--- src/rtl/fbd_ram.sv ---
// Generic single-clock RAM, one write port and one read port with registered read data.
// No dependencies.
module fbd_ram #(
  parameter int WIDTH = 8,
  parameter int DEPTH = 16
) (
  input  logic                     clk,
  input  logic                     we,
  input  logic [$clog2(DEPTH)-1:0] waddr,
  input  logic [WIDTH-1:0]         wdata,
  input  logic [$clog2(DEPTH)-1:0] raddr,
  output logic [WIDTH-1:0]         rdata
);

  logic [WIDTH-1:0] mem [DEPTH];

  always_ff @(posedge clk) begin
    if (we) begin
      mem[waddr] <= wdata;
    end
    rdata <= mem[raddr];
  end

endmodule

--- config.mk ---
export PLATFORM = sky130hd
export DESIGN_NAME = fbd_ram
export DESIGN_NICKNAME = d
export VERILOG_FILES = /design/src/rtl/fbd_ram.sv
export SDC_FILE = /design/constraint.sdc
export NUM_CORES = 1
export LEC_CHECK = 0
export BUFFER_PORTS_ARGS = -buffer_cell sky130_fd_sc_hd__buf_2
export CORE_ASPECT_RATIO = 0.9
export CORE_UTILIZATION = 48
export CTS_CLUSTER_DIAMETER = 50
export DETAILED_ROUTE_END_ITERATION = 10
export GPL_TIMING_DRIVEN = 0
export RECOVER_POWER = 25
export SLEW_MARGIN = 20
export SYNTH_ARGS = -nofsm -noshare
export SYNTH_HDL_FRONTEND = slang
export SYNTH_SLANG_ARGS = --single-unit
--- constraint.sdc ---
create_clock -name clk -period 2.11 [get_ports clk]
set_clock_uncertainty 0.2 [all_clocks]
set_input_delay 0.211 -clock clk [delete_from_list [all_inputs] [get_ports clk]]
set_output_delay 0.211 -clock clk [all_outputs]
set_load 0.01 [all_outputs]
[After elaboration in Yosys (flattened, before gate mapping)]
Memories as Yosys holds them, arrays and structs flattened. A register that Yosys moved wholly into a read port is not among the register bits.
Cells that the tools add are included.
Word-level totals
  input bits: 18
  bits in writable memories: 128
  word-level logic and storage cells: 3
  bits in registers: 0
  memories kept: 1
Operators by class
  mux-type cells: 2
Memory list
  mem: depth 16, bits a word 8, read ports 1, clocked after Yosys merged registers in 1, wr ports 1, line 15  | logic [WIDTH-1:0] mem [DEPTH];
Operator list (number)
  1-bit two-way mux: 2

[Depth between registers and ports, before layout]
Gate-level depths: netlist of run 1.
  word-level depth: 2
  depth in mapped cells: 5
  depth with buffers taken out: 3

[Worst setup path after synthesis of run 1]
No wires, ideal clock.
  path kind: input -> register
  start: input port waddr[2]
  end: memory mem[0][0], enable pin
  path slack: 206 ps
  stages: 2
  library setup time: 383 ps
  data arrival time: 1321 ps
  buffers on the path: 0
  cells stage by stage: or3b_2 nor3_1
RTL lines
  start: declaration: line 9  | input logic [$clog2(DEPTH)-1:0] waddr,
  end: declaration: line 15
No word-level cell before the write port.

[Worst setup path after layout of run 1]
  start: input port waddr[2]
  end: memory mem[2][5], enable pin
No word-level cell before the write port.

==> results of run 1 <==
## area by class of cell
class | count | area (sq um) | area share, %
clock buffers | 24 | 502 | 8.25
clock inverters | 7 | 115 | 1.89
well taps | 129 | 161 | 2.65
flip-flops and latches | 136 | 4000 | 65.9
multi-input cells | 83 | 1080 | 17.7
plain buffers | 10 | 86.3 | 1.42
repair buffers | 26 | 134 | 2.20
## critical path: cells and delay by family
family                 cells  cell delay, ps
AND/OR/NAND/NOR            2            1200
buffers and inverters      1             130
## cell families after synthesis
kind of cell | share of synthesized area (%)
AO/OA/AOI/OAI | 2.33
multiplexers | 15.0
flip-flops | 77.8
buffers and inverters | 1.68
AND/OR/NAND/NOR | 3.18
## state kept, by name, indices dropped and copies added, names as in the netlist
register,count
mem,128
rdata,8
## final timing paths
check,to,slack [ps],cells after the start
max,mem[2][5],400,3
min,mem[10][0],40,1
max reg2reg,rdata[7],510,3
min reg2reg,rdata[1],480,3
## power breakdown
group	switching, mW	internal [mW]
Combinational	0.176	0.121
Sequential	0.0135	3.02
Clock	1.03	2.00
Total	1.22	5.15
## cell usage after synthesis (2+ instances only)
library cell                        n
sky130_fd_sc_hd__nand2b_1           2
sky130_fd_sc_hd__edfxtp_1         128
sky130_fd_sc_hd__nand2_1            9
sky130_fd_sc_hd__clkdlybuf4s25_2    3
sky130_fd_sc_hd__buf_6              3
sky130_fd_sc_hd__buf_2              3
sky130_fd_sc_hd__nand3b_1           2
sky130_fd_sc_hd__mux4_1            14
sky130_fd_sc_hd__nor2_1            13
sky130_fd_sc_hd__dfxtp_1            8
sky130_fd_sc_hd__nor3_1             4
sky130_fd_sc_hd__a22oi_1           16
sky130_fd_sc_hd__mux4_2            18
## routing by layer
metal  part of all wire (%)  wire length [um]  vias up
met5                      0                 0        -
met4                    1.2               123        0
met3                    3.4               342       10
met2                     47              4710       57
met1                     48              4760     1229
li1                       -                 -     1061
## what timing repair did
action	4_1_cts	5_1_grt
endpoints found under the hold margin	17	0
setup buffers	0	0
hold buffers	2	0
==> reports/summary.log, run 1 <==
qor: clock_tree.cts_inserted_buffers 17
qor: critical_path.r2r_start mem[8][7]
qor: synthesis.yosys.area.top_type sky130_fd_sc_hd__edfxtp_1
qor: job.maxCapViolCount 0
qor: sta.max_slew_margin 42.6%
qor: clock_tree.cts_resized 0
qor: synthesis.synthesis.area 5150 sq um
qor: sta.timing.final.crit_period 1710 ps
qor: synthesis.synth_edf_count 128
qor: cells_and_area.post_layout_cell_count 415
qor: cells_and_area.final_net_count 292
qor: synthesis.synth.top_cells.by_area sky130_fd_sc_hd__edfxtp_1 75%, sky130_fd_sc_hd__mux4_2 7.9%, sky130_fd_sc_hd__mux4_1 7.1%
qor: synthesis.synth_cells 229
qor: global_routing.grt_use_met2 29.2%
qor: synthesis.sequential_to_total_area_share_from_yosys_stat 77.8%
qor: sta.totalNegativeSetupSlack 0 ps
qor: critical_path.kind_of_start_point_of_the_critical_path input port
qor: global_routing.gr-max-usage-layer met2
qor: clock_tree.clockBufferDepth 2
qor: critical_path.critical-path-max-stage-delay 670 ps
qor: synthesis.yosysUniqueCellTypes 19
qor: placement.gp_routability_congestion 0.682
qor: sta.report.final.slew_viol_count 0
qor: synthesis.net_count_of_the_mapped_netlist 247
qor: sta.setup_viol_count_final 0
qor: routing.routed_wire_length_per_instance 23.9 um
qor: synthesis.yosys_most_used_dff sky130_fd_sc_hd__edfxtp_1
qor: critical_path.worst_path_max_delay_cell sky130_fd_sc_hd__nor2_1
qor: cells_and_area.most-common-layout-cells 128 x sky130_fd_sc_hd__edfxtp_1, 22 x sky130_fd_sc_hd__buf_2, 18 x sky130_fd_sc_hd__mux4_2
qor: synthesis.synthArstFlopShare 0%
qor: sta.report.final.hold_viol_count 0
qor: run_status.failed_checks DRC
qor: routing.post_drt_via_cell_ratio 5.68
qor: floorplanning.fp.dieW 111 um
qor: clock_tree.root_buffer_cell sky130_fd_sc_hd__clkbuf_16
qor: min_path.hold_class in -> reg
qor: global_routing.antenna_found_initial 0
qor: cells_and_area.area_growth_syn_to_layout 18.1%
qor: cells_and_area.layout.cells.most_common sky130_fd_sc_hd__edfxtp_1
qor: sta.layout_setup_ws 400 ps
qor: global_routing.grt_pass1_vias 2,402
qor: synthesis.yosysWarningCount 0
qor: critical_path.cell_breakdown_of_the_critical_path buf_2 > or3b_2 > nor2_1
qor: global_routing.grt_max_degree 17
qor: power_and_ir_drop.static-leakage-power 2.04 nW
qor: power_and_ir_drop.power.density_cell_area 1050 nW/um^2
qor: critical_path.cp_max_fo 8
qor: routing.post-route-drc-count 6
qor: sta.worst_slew_pin_slew 858 ps
qor: cells_and_area.stdcell_area 6080 sq um
qor: cells_and_area.antenna-diode-count 0
qor: cells_and_area.final_layout_size_suffix_gt1_share 28.3%
qor: clock_tree.clock_insertion_delay_worst_skew 410 ps
qor: placement.place.detailed.instances 382
qor: critical_path.crit_path_start waddr[2]
qor: clock_tree.clock_tree_from_tritoncts done
qor: critical_path.worstSetupEndpointType flip-flop
qor: synthesis.synth_top_cell_area_share 74.7%
qor: min_path.hold_path_startpoint wdata[0]
qor: floorplanning.core 10,300 sq um
qor: critical_path.required 1940 ps
qor: sta.hold-worst-slack 38.3 ps
qor: clock_tree.clk_pin_slew_worst_paths 60 ps
qor: floorplanning.die_area 11,100 sq um
qor: global_routing.grt_pass1_wl 14,800 um
qor: floorplanning.design.portCount 26
qor: sta.timing.final.crit_share 81.0%
qor: global_routing.met1_usage 28.3%
qor: global_routing.use_met3 5.80%
qor: routing.first_iter_violations 158
qor: routing.route.antenna.remaining_nets 0
qor: cells_and_area.final_util 58.8%
qor: power_and_ir_drop.irDropWorstVdd 0.000938 V
qor: routing.route.vias.total 2,357
qor: global_routing.globalRouteTotalUtil 19.9%
qor: placement.pre_cts_slack -23.1 ps
qor: placement.detailed_place.area 5450 sq um
qor: global_routing.grt.overflow.total 0
qor: placement.port-buffer-count 24
qor: power_and_ir_drop.post-layout-total-power 6.37 mW
qor: cells_and_area.final.fill_count 759
qor: clock_tree.numClockSinks 136
qor: placement.place_hpwl 6200 um
qor: synthesis.ys_ff_latch 136
qor: routing.pre_repair_dr_iteration_count 7
qor: floorplanning.chipHeight 100 um
qor: floorplanning.start_util 49.8%
qor: critical_path.crit_arrival 1540 ps
qor: synthesis.synth.avg_cell_area 22.5 sq um
qor: routing.drt-total-wl 9940 um
qor: clock_tree.cts.htree.levels 4
qor: sta.rsz0062_at_grt no
qor: critical_path.crit_type in -> reg
qor: sta.achievable-frequency 585 MHz
qor: run_status.outcome complete, but fails checks
qor: floorplanning.num_rows 35
(Power assumes the default switching activity.)
==> inputs of run 2 (changes only) <==
--- a/config.mk
+++ b/config.mk
@@ -11,6 +11,7 @@
 export CTS_CLUSTER_DIAMETER = 50
 export DETAILED_ROUTE_END_ITERATION = 10
 export GPL_TIMING_DRIVEN = 0
+export PLACE_DENSITY = 0.67
 export RECOVER_POWER = 25
 export SLEW_MARGIN = 20
 export SYNTH_ARGS = -nofsm -noshare
==> constraint.sdc (replaced) <==
create_clock -name clk -period 1.4 [get_ports clk]
set_clock_uncertainty 0.2 [all_clocks]
set_input_delay 0.14 -clock clk [delete_from_list [all_inputs] [get_ports clk]]
set_output_delay 0.14 -clock clk [all_outputs]
set_load 0.01 [all_outputs]
==> run 2 against run 1 <==
Against the previous run: count of clock-buffer cells in the layout is 2 higher; power rose by 39%; critical path depth unchanged; critical endpoint is now rdata[1]; global-route usage is 0.10 points lower; first-iteration DRC count is 37% higher; final cell count is 1.7% higher; the flow finishes with violations (DRC, setup timing); wire length fell by 0.39%; non-clock buffer count increased by 6.
==> reports/summary.log, run 2 (synthesis gave the netlist of run 1 again) <==
qor: sta.timing.final.crit_period 1540 ps
qor: power_and_ir_drop.power.switching 1.77 mW
qor: sta.layout_setup_ws -142 ps
qor: critical_path.required 1480 ps
qor: critical_path.worst_path_max_delay_cell sky130_fd_sc_hd__mux4_2
qor: clock_tree.clock_insertion_delay_worst_skew 400 ps
qor: global_routing.grt_pass1_vias 2,460
qor: cells_and_area.area_of_the_multi_input_gates 1110 sq um
qor: floorplanning.core 10,300 sq um
qor: power_and_ir_drop.internal_power 7.11 mW
qor: clock_tree.clock_tree_from_tritoncts done
qor: global_routing.grt_max_degree 17
qor: critical_path.crit_arrival 1620 ps
qor: cells_and_area.area_growth_syn_to_layout 18.6%
qor: power_and_ir_drop.static-leakage-power 1.98 nW
qor: routing.post_drt_via_cell_ratio 5.68
qor: min_path.hold_class in -> reg
qor: critical_path.worstSetupEndpointType flip-flop
qor: sta.worst_slew_pin_slew 805 ps
qor: routing.route.vias.total 2,399
qor: routing.drt-total-wl 9900 um
qor: cells_and_area.register_area 4000 sq um
qor: sta.report.final.hold_viol_count 0
qor: routing.routed_wire_length_per_instance 23.5 um
qor: routing.route.antenna.remaining_nets 0
qor: clock_tree.clk_pin_slew_worst_paths 50 ps
qor: floorplanning.start_util 49.8%
qor: routing.post-route-drc-count 8
qor: sta.report.final.slew_viol_count 0
qor: critical_path.critical-path-max-stage-delay 520 ps
qor: cells_and_area.final.fill_count 732
qor: power_and_ir_drop.irDropWorstVdd 0.00109 V
qor: routing.pre_repair_dr_iteration_count 7
qor: power_and_ir_drop.power.combinational.fraction 5.7%
qor: global_routing.globalRouteTotalUtil 19.8%
qor: power_and_ir_drop.pwr-share-clk 42.7%
qor: run_status.failed_checks DRC, setup timing
qor: critical_path.crit_type reg -> reg
qor: clock_tree.root_buffer_cell sky130_fd_sc_hd__clkbuf_16
qor: cells_and_area.final_layout_size_suffix_gt1_share 38.2%
qor: floorplanning.design.portCount 26
qor: clock_tree.numClockSinks 136
qor: cells_and_area.registers.top_by_ff_count mem
qor: cells_and_area.layout_top_registers mem x128, rdata x8
qor: job.maxCapViolCount 0
qor: placement.detailed_place.area 5460 sq um
qor: power_and_ir_drop.power.density_cell_area 1450 nW/um^2
qor: cells_and_area.most-common-layout-cells 128 x sky130_fd_sc_hd__edfxtp_1, 32 x sky130_fd_sc_hd__mux4_2, 21 x sky130_fd_sc_hd__buf_2
qor: placement.place_hpwl 6220 um
qor: sta.max_slew_margin 46.1%
qor: global_routing.grt.overflow.total 0
qor: global_routing.antenna_found_initial 0
qor: power_and_ir_drop.switching_share 19.9%
qor: placement.gp_routability_congestion 0.779
qor: clock_tree.cts.htree.levels 4
qor: critical_path.cp_max_fo 1
qor: clock_tree.cts_inserted_buffers 17
qor: placement.pre_cts_slack -466 ps
qor: sta.timing.final.crit_share 110%
qor: floorplanning.chipHeight 100 um
qor: power_and_ir_drop.power.share.sequential 51.6%
qor: clock_tree.post-cts-setup-buffer-count 0
qor: clock_tree.clockBufferDepth 2
qor: floorplanning.die_area 11,100 sq um
qor: global_routing.grt_pass1_wl 15,000 um
qor: placement.port-buffer-count 24
qor: sta.achievable-frequency 648 MHz
qor: run_status.outcome complete, but fails checks
qor: floorplanning.num_rows 35
qor: cells_and_area.layout.cells.most_common sky130_fd_sc_hd__edfxtp_1
qor: sta.rsz0062_at_grt yes
qor: routing.first_iter_violations 217
qor: cells_and_area.stdcell_area 6100 sq um
qor: cells_and_area.number_of_flip_flops_under_the_largest_register_name 128
qor: critical_path.cell_breakdown_of_the_critical_path mux4_2 > a22oi_1 > nand2_1
qor: critical_path.kind_of_start_point_of_the_critical_path flip-flop
qor: floorplanning.fp.dieW 111 um
qor: cells_and_area.antenna-diode-count 0
qor: cells_and_area.final_net_count 298
qor: sta.setup_viol_count_final 8
## run 2: stage by stage
stage	util, %	total power [mW]	std cells	hold slack (ps)	TNS, ps
global placement	52.8	5.11	382	330	-46680
detailed placement	52.8	5.13	382	333	-48260
global route	59.1	9.14	422	52.9	-946
CTS	58.8	8.94	422	30.3	-667
floorplan	-	4.92	229	38.9	-388
finish	59.1	8.88	422	42.1	-614
## run 2: power groups by stage
stage | sequential (mW) | combinational [mW] | clock [mW]
after CTS | 4.58 | 0.508 | 3.86
after detailed placement | 4.66 | 0.474 | 0
final | 4.58 | 0.508 | 3.79
after global routing | 4.58 | 0.549 | 4.01
after global placement | 4.65 | 0.462 | 0
after floorplan | 4.67 | 0.255 | 0
## run 2: area by class of cell
class | count | share of cell area [%]
buffer | 10 | 1.97
clock buffer | 26 | 7.85
clock inverter | 6 | 0.451
multi-input combinational | 83 | 18.3
sequential | 136 | 65.6
tap | 129 | 2.64
timing repair buffer | 32 | 3.22
## run 2: worst paths after layout
path,from,to,slack [ps],depth (start not counted)
worst min register to register,mem[10][7],rdata[7],480,3
worst max-delay path,mem[15][1],rdata[1],-140,3
worst max register to register,mem[15][1],rdata[1],-140,3
worst min-delay path,raddr[0],rdata[7],40,4
## run 2: layer usage
layer,track usage (%),wire length [um],vias to the layer above
li1,-,-,1061
met1,28.0,4440,1249
met2,29.7,4780,80
met3,5.13,581,9
met4,8.32,94,0
met5,0,0,-
## run 2: critical path: cells and delay by family, from the launching register on
family | cells | cell delay [ps]
flip-flops | 1 | 360
AND/OR/NAND/NOR | 1 | 80
multiplexers | 1 | 520
AO/OA/AOI/OAI | 1 | 260
## run 2: repair_timing
item | CTS | global route
gates resized for setup | 12 | 10
hold endpoints to repair | 128 | 0
endpoints found under the setup margin | 24 | 56
hold buffers | 8 | 0
pin swaps | 2 | 1
==> inputs of run 3 (changes only) <==
--- a/config.mk
+++ b/config.mk
@@ -7,11 +7,11 @@
 export LEC_CHECK = 0
 export BUFFER_PORTS_ARGS = -buffer_cell sky130_fd_sc_hd__buf_2
 export CORE_ASPECT_RATIO = 0.9
+export CORE_MARGIN = 2
 export CORE_UTILIZATION = 48
 export CTS_CLUSTER_DIAMETER = 50
 export DETAILED_ROUTE_END_ITERATION = 10
 export GPL_TIMING_DRIVEN = 0
-export PLACE_DENSITY = 0.67
 export RECOVER_POWER = 25
 export SLEW_MARGIN = 20
 export SYNTH_ARGS = -nofsm -noshare
==> constraint.sdc (replaced) <==
create_clock -name clk -period 1.6 [get_ports clk]
set_clock_uncertainty 0.2 [all_clocks]
set_input_delay 0.16 -clock clk [delete_from_list [all_inputs] [get_ports clk]]
set_output_delay 0.16 -clock clk [all_outputs]
set_load 0.01 [all_outputs]
==> run 3 against run 2 <==
Against the previous run: final cell count unchanged; the flow finishes with violations (DRC); critical endpoint is now rdata[2]; design area up 0.18%; sequential cell count unchanged; wire length down 0.47%; combinational power down 20%; largest power group unchanged.
==> reports/summary.log, run 3 (synthesis gave the netlist of run 1 again) <==
qor: clock_tree.cts.htree.levels 4
qor: sta.report.final.hold_viol_count 0
qor: power_and_ir_drop.pwr-share-clk 45.8%
qor: critical_path.critical_path.top_delay_family multiplexers
qor: critical_path.kind_of_start_point_of_the_critical_path flip-flop
qor: critical_path.worstSetupEndpointType flip-flop
qor: cells_and_area.registers.top_by_ff_count mem
qor: power_and_ir_drop.static-leakage-power 2.04 nW
qor: clock_tree.root_buffer_cell sky130_fd_sc_hd__clkbuf_16
qor: cells_and_area.layout_top_registers mem x128, rdata x8
qor: routing.post-route-drc-count 1
qor: power_and_ir_drop.power.density_cell_area 1330 nW/um^2
qor: sta.achievable-frequency 648 MHz
qor: critical_path.required 1690 ps
qor: critical_path.crit_type reg -> reg
qor: floorplanning.die_area 11,600 sq um
qor: routing.drt-total-wl 9850 um
qor: floorplanning.design.portCount 26
qor: run_status.outcome complete, but fails checks
qor: sta.worst_slew_pin_slew 794 ps
qor: min_path.hold_class in -> reg
qor: sta.setup_viol_count_final 0
qor: global_routing.grt.overflow.total 0
qor: placement.place_hpwl 6240 um
qor: power_and_ir_drop.internal_power 6.56 mW
qor: routing.post_drt_via_cell_ratio 5.60
qor: cells_and_area.final_util 59.2%
qor: cells_and_area.antenna-diode-count 0
qor: cells_and_area.area_growth_syn_to_layout 18.8%
qor: critical_path.cell_breakdown_of_the_critical_path mux4_1 > a22oi_1 > nand2_1
qor: sta.timing.final.crit_period 1540 ps
qor: floorplanning.fp.dieW 113 um
qor: global_routing.grt_max_degree 17
qor: global_routing.grt_pass1_wl 14,800 um
qor: placement.detailed_place.area 5450 sq um
qor: global_routing.globalRouteTotalUtil 18.7%
qor: cells_and_area.final_layout_size_suffix_gt1_share 27.6%
qor: clock_tree.numClockSinks 136
qor: power_and_ir_drop.power.combinational.fraction 5.0%
qor: placement.pre_cts_slack -503 ps
qor: cells_and_area.final_net_count 298
qor: routing.route.antenna.remaining_nets 0
qor: sta.layout_setup_ws 56.7 ps
qor: critical_path.cp_max_fo 1
qor: cells_and_area.layout.cells.most_common sky130_fd_sc_hd__edfxtp_1
qor: clock_tree.clock_insertion_delay_worst_skew 410 ps
qor: sta.timing.final.crit_share 96.5%
qor: critical_path.cp_num_buf_inv 0
qor: cells_and_area.stdcell_area 6110 sq um
qor: power_and_ir_drop.power.switching 1.58 mW
qor: global_routing.antenna_found_initial 0
qor: placement.gp_routability_congestion 0.719
qor: global_routing.grt_pass1_vias 2,443
qor: critical_path.critical-path-max-stage-delay 510 ps
qor: critical_path.crit_arrival 1630 ps
qor: job.maxCapViolCount 0
qor: routing.pre_repair_dr_iteration_count 7
qor: routing.first_iter_violations 133
qor: clock_tree.clk_pin_slew_worst_paths 60 ps
qor: cells_and_area.number_of_flip_flops_under_the_largest_register_name 128
qor: clock_tree.clockBufferDepth 2
qor: power_and_ir_drop.switching_share 19.4%
qor: placement.port-buffer-count 24
qor: power_and_ir_drop.power.share.sequential 49.2%
qor: routing.route.vias.total 2,363
qor: clock_tree.cts_inserted_buffers 17
qor: sta.max_slew_margin 46.9%
qor: sta.rsz0062_at_grt no
qor: floorplanning.core 10,300 sq um
qor: floorplanning.start_util 49.8%
qor: clock_tree.clock_tree_from_tritoncts done
qor: sta.totalNegativeSetupSlack 0 ps
qor: cells_and_area.most-common-layout-cells 128 x sky130_fd_sc_hd__edfxtp_1, 22 x sky130_fd_sc_hd__buf_2, 18 x sky130_fd_sc_hd__mux4_2
qor: sta.report.final.slew_viol_count 0
qor: power_and_ir_drop.irDropWorstVdd 0.00112 V
qor: floorplanning.num_rows 35
qor: critical_path.worst_path_max_delay_cell sky130_fd_sc_hd__mux4_1
qor: floorplanning.chipHeight 102 um
qor: run_status.failed_checks DRC
qor: routing.routed_wire_length_per_instance 23.3 um
## run 3: what timing repair did
action | CTS | global route
endpoints found under the hold margin | 128 | 0
setup endpoints to repair | 24 | 2
hold buffers | 8 | 0
setup buffers | 0 | 0
gates cloned | 0 | 0
gates resized for setup | 4 | 2
## run 3: metal layers
metal	vias to the layer above	global-route usage, %	wire, um
met5	-	0	0
met4	0	5.35	83
met3	6	5.75	443
met2	57	27.0	4580
met1	1222	28.0	4740
li1	1078	-	-
## run 3: final timing paths
check | startpoint | to | slack, ps | cells after the start
hold reg to reg | mem[8][3] | rdata[3] | 490 | 3
setup reg to reg | mem[9][2] | rdata[2] | 60 | 3
hold / removal | waddr[1] | mem[0][0] | 40 | 2
setup / recovery | mem[9][2] | rdata[2] | 60 | 3
## run 3: cell type report
class | instances | area (sq um)
repair buffers | 32 | 194
well taps | 129 | 161
multi-input cells | 83 | 1100
clock inverters | 13 | 135
plain buffers | 10 | 86.3
flip-flops and latches | 136 | 4000
clock buffers | 19 | 433
fillers | 751 | 4220
## run 3: stage by stage
step / instances / hold slack (ps) / total power, mW
finish: 422 / 41.6 / 8.15
global route: 422 / 40.2 / 8.40
CTS: 422 / 24.8 / 8.20
detailed placement: 382 / 352 / 4.47
global placement: 382 / 354 / 4.46
floorplan: 229 / 58.9 / 4.29
## run 3: power groups by stage
stage | logic, mW | clock network [mW] | registers, mW
floorplan | 0.202 | 0 | 4.09
global placement | 0.386 | 0 | 4.07
detailed placement | 0.394 | 0 | 4.08
CTS | 0.412 | 3.78 | 4.00
finish | 0.408 | 3.73 | 4.01
global route | 0.442 | 3.95 | 4.01
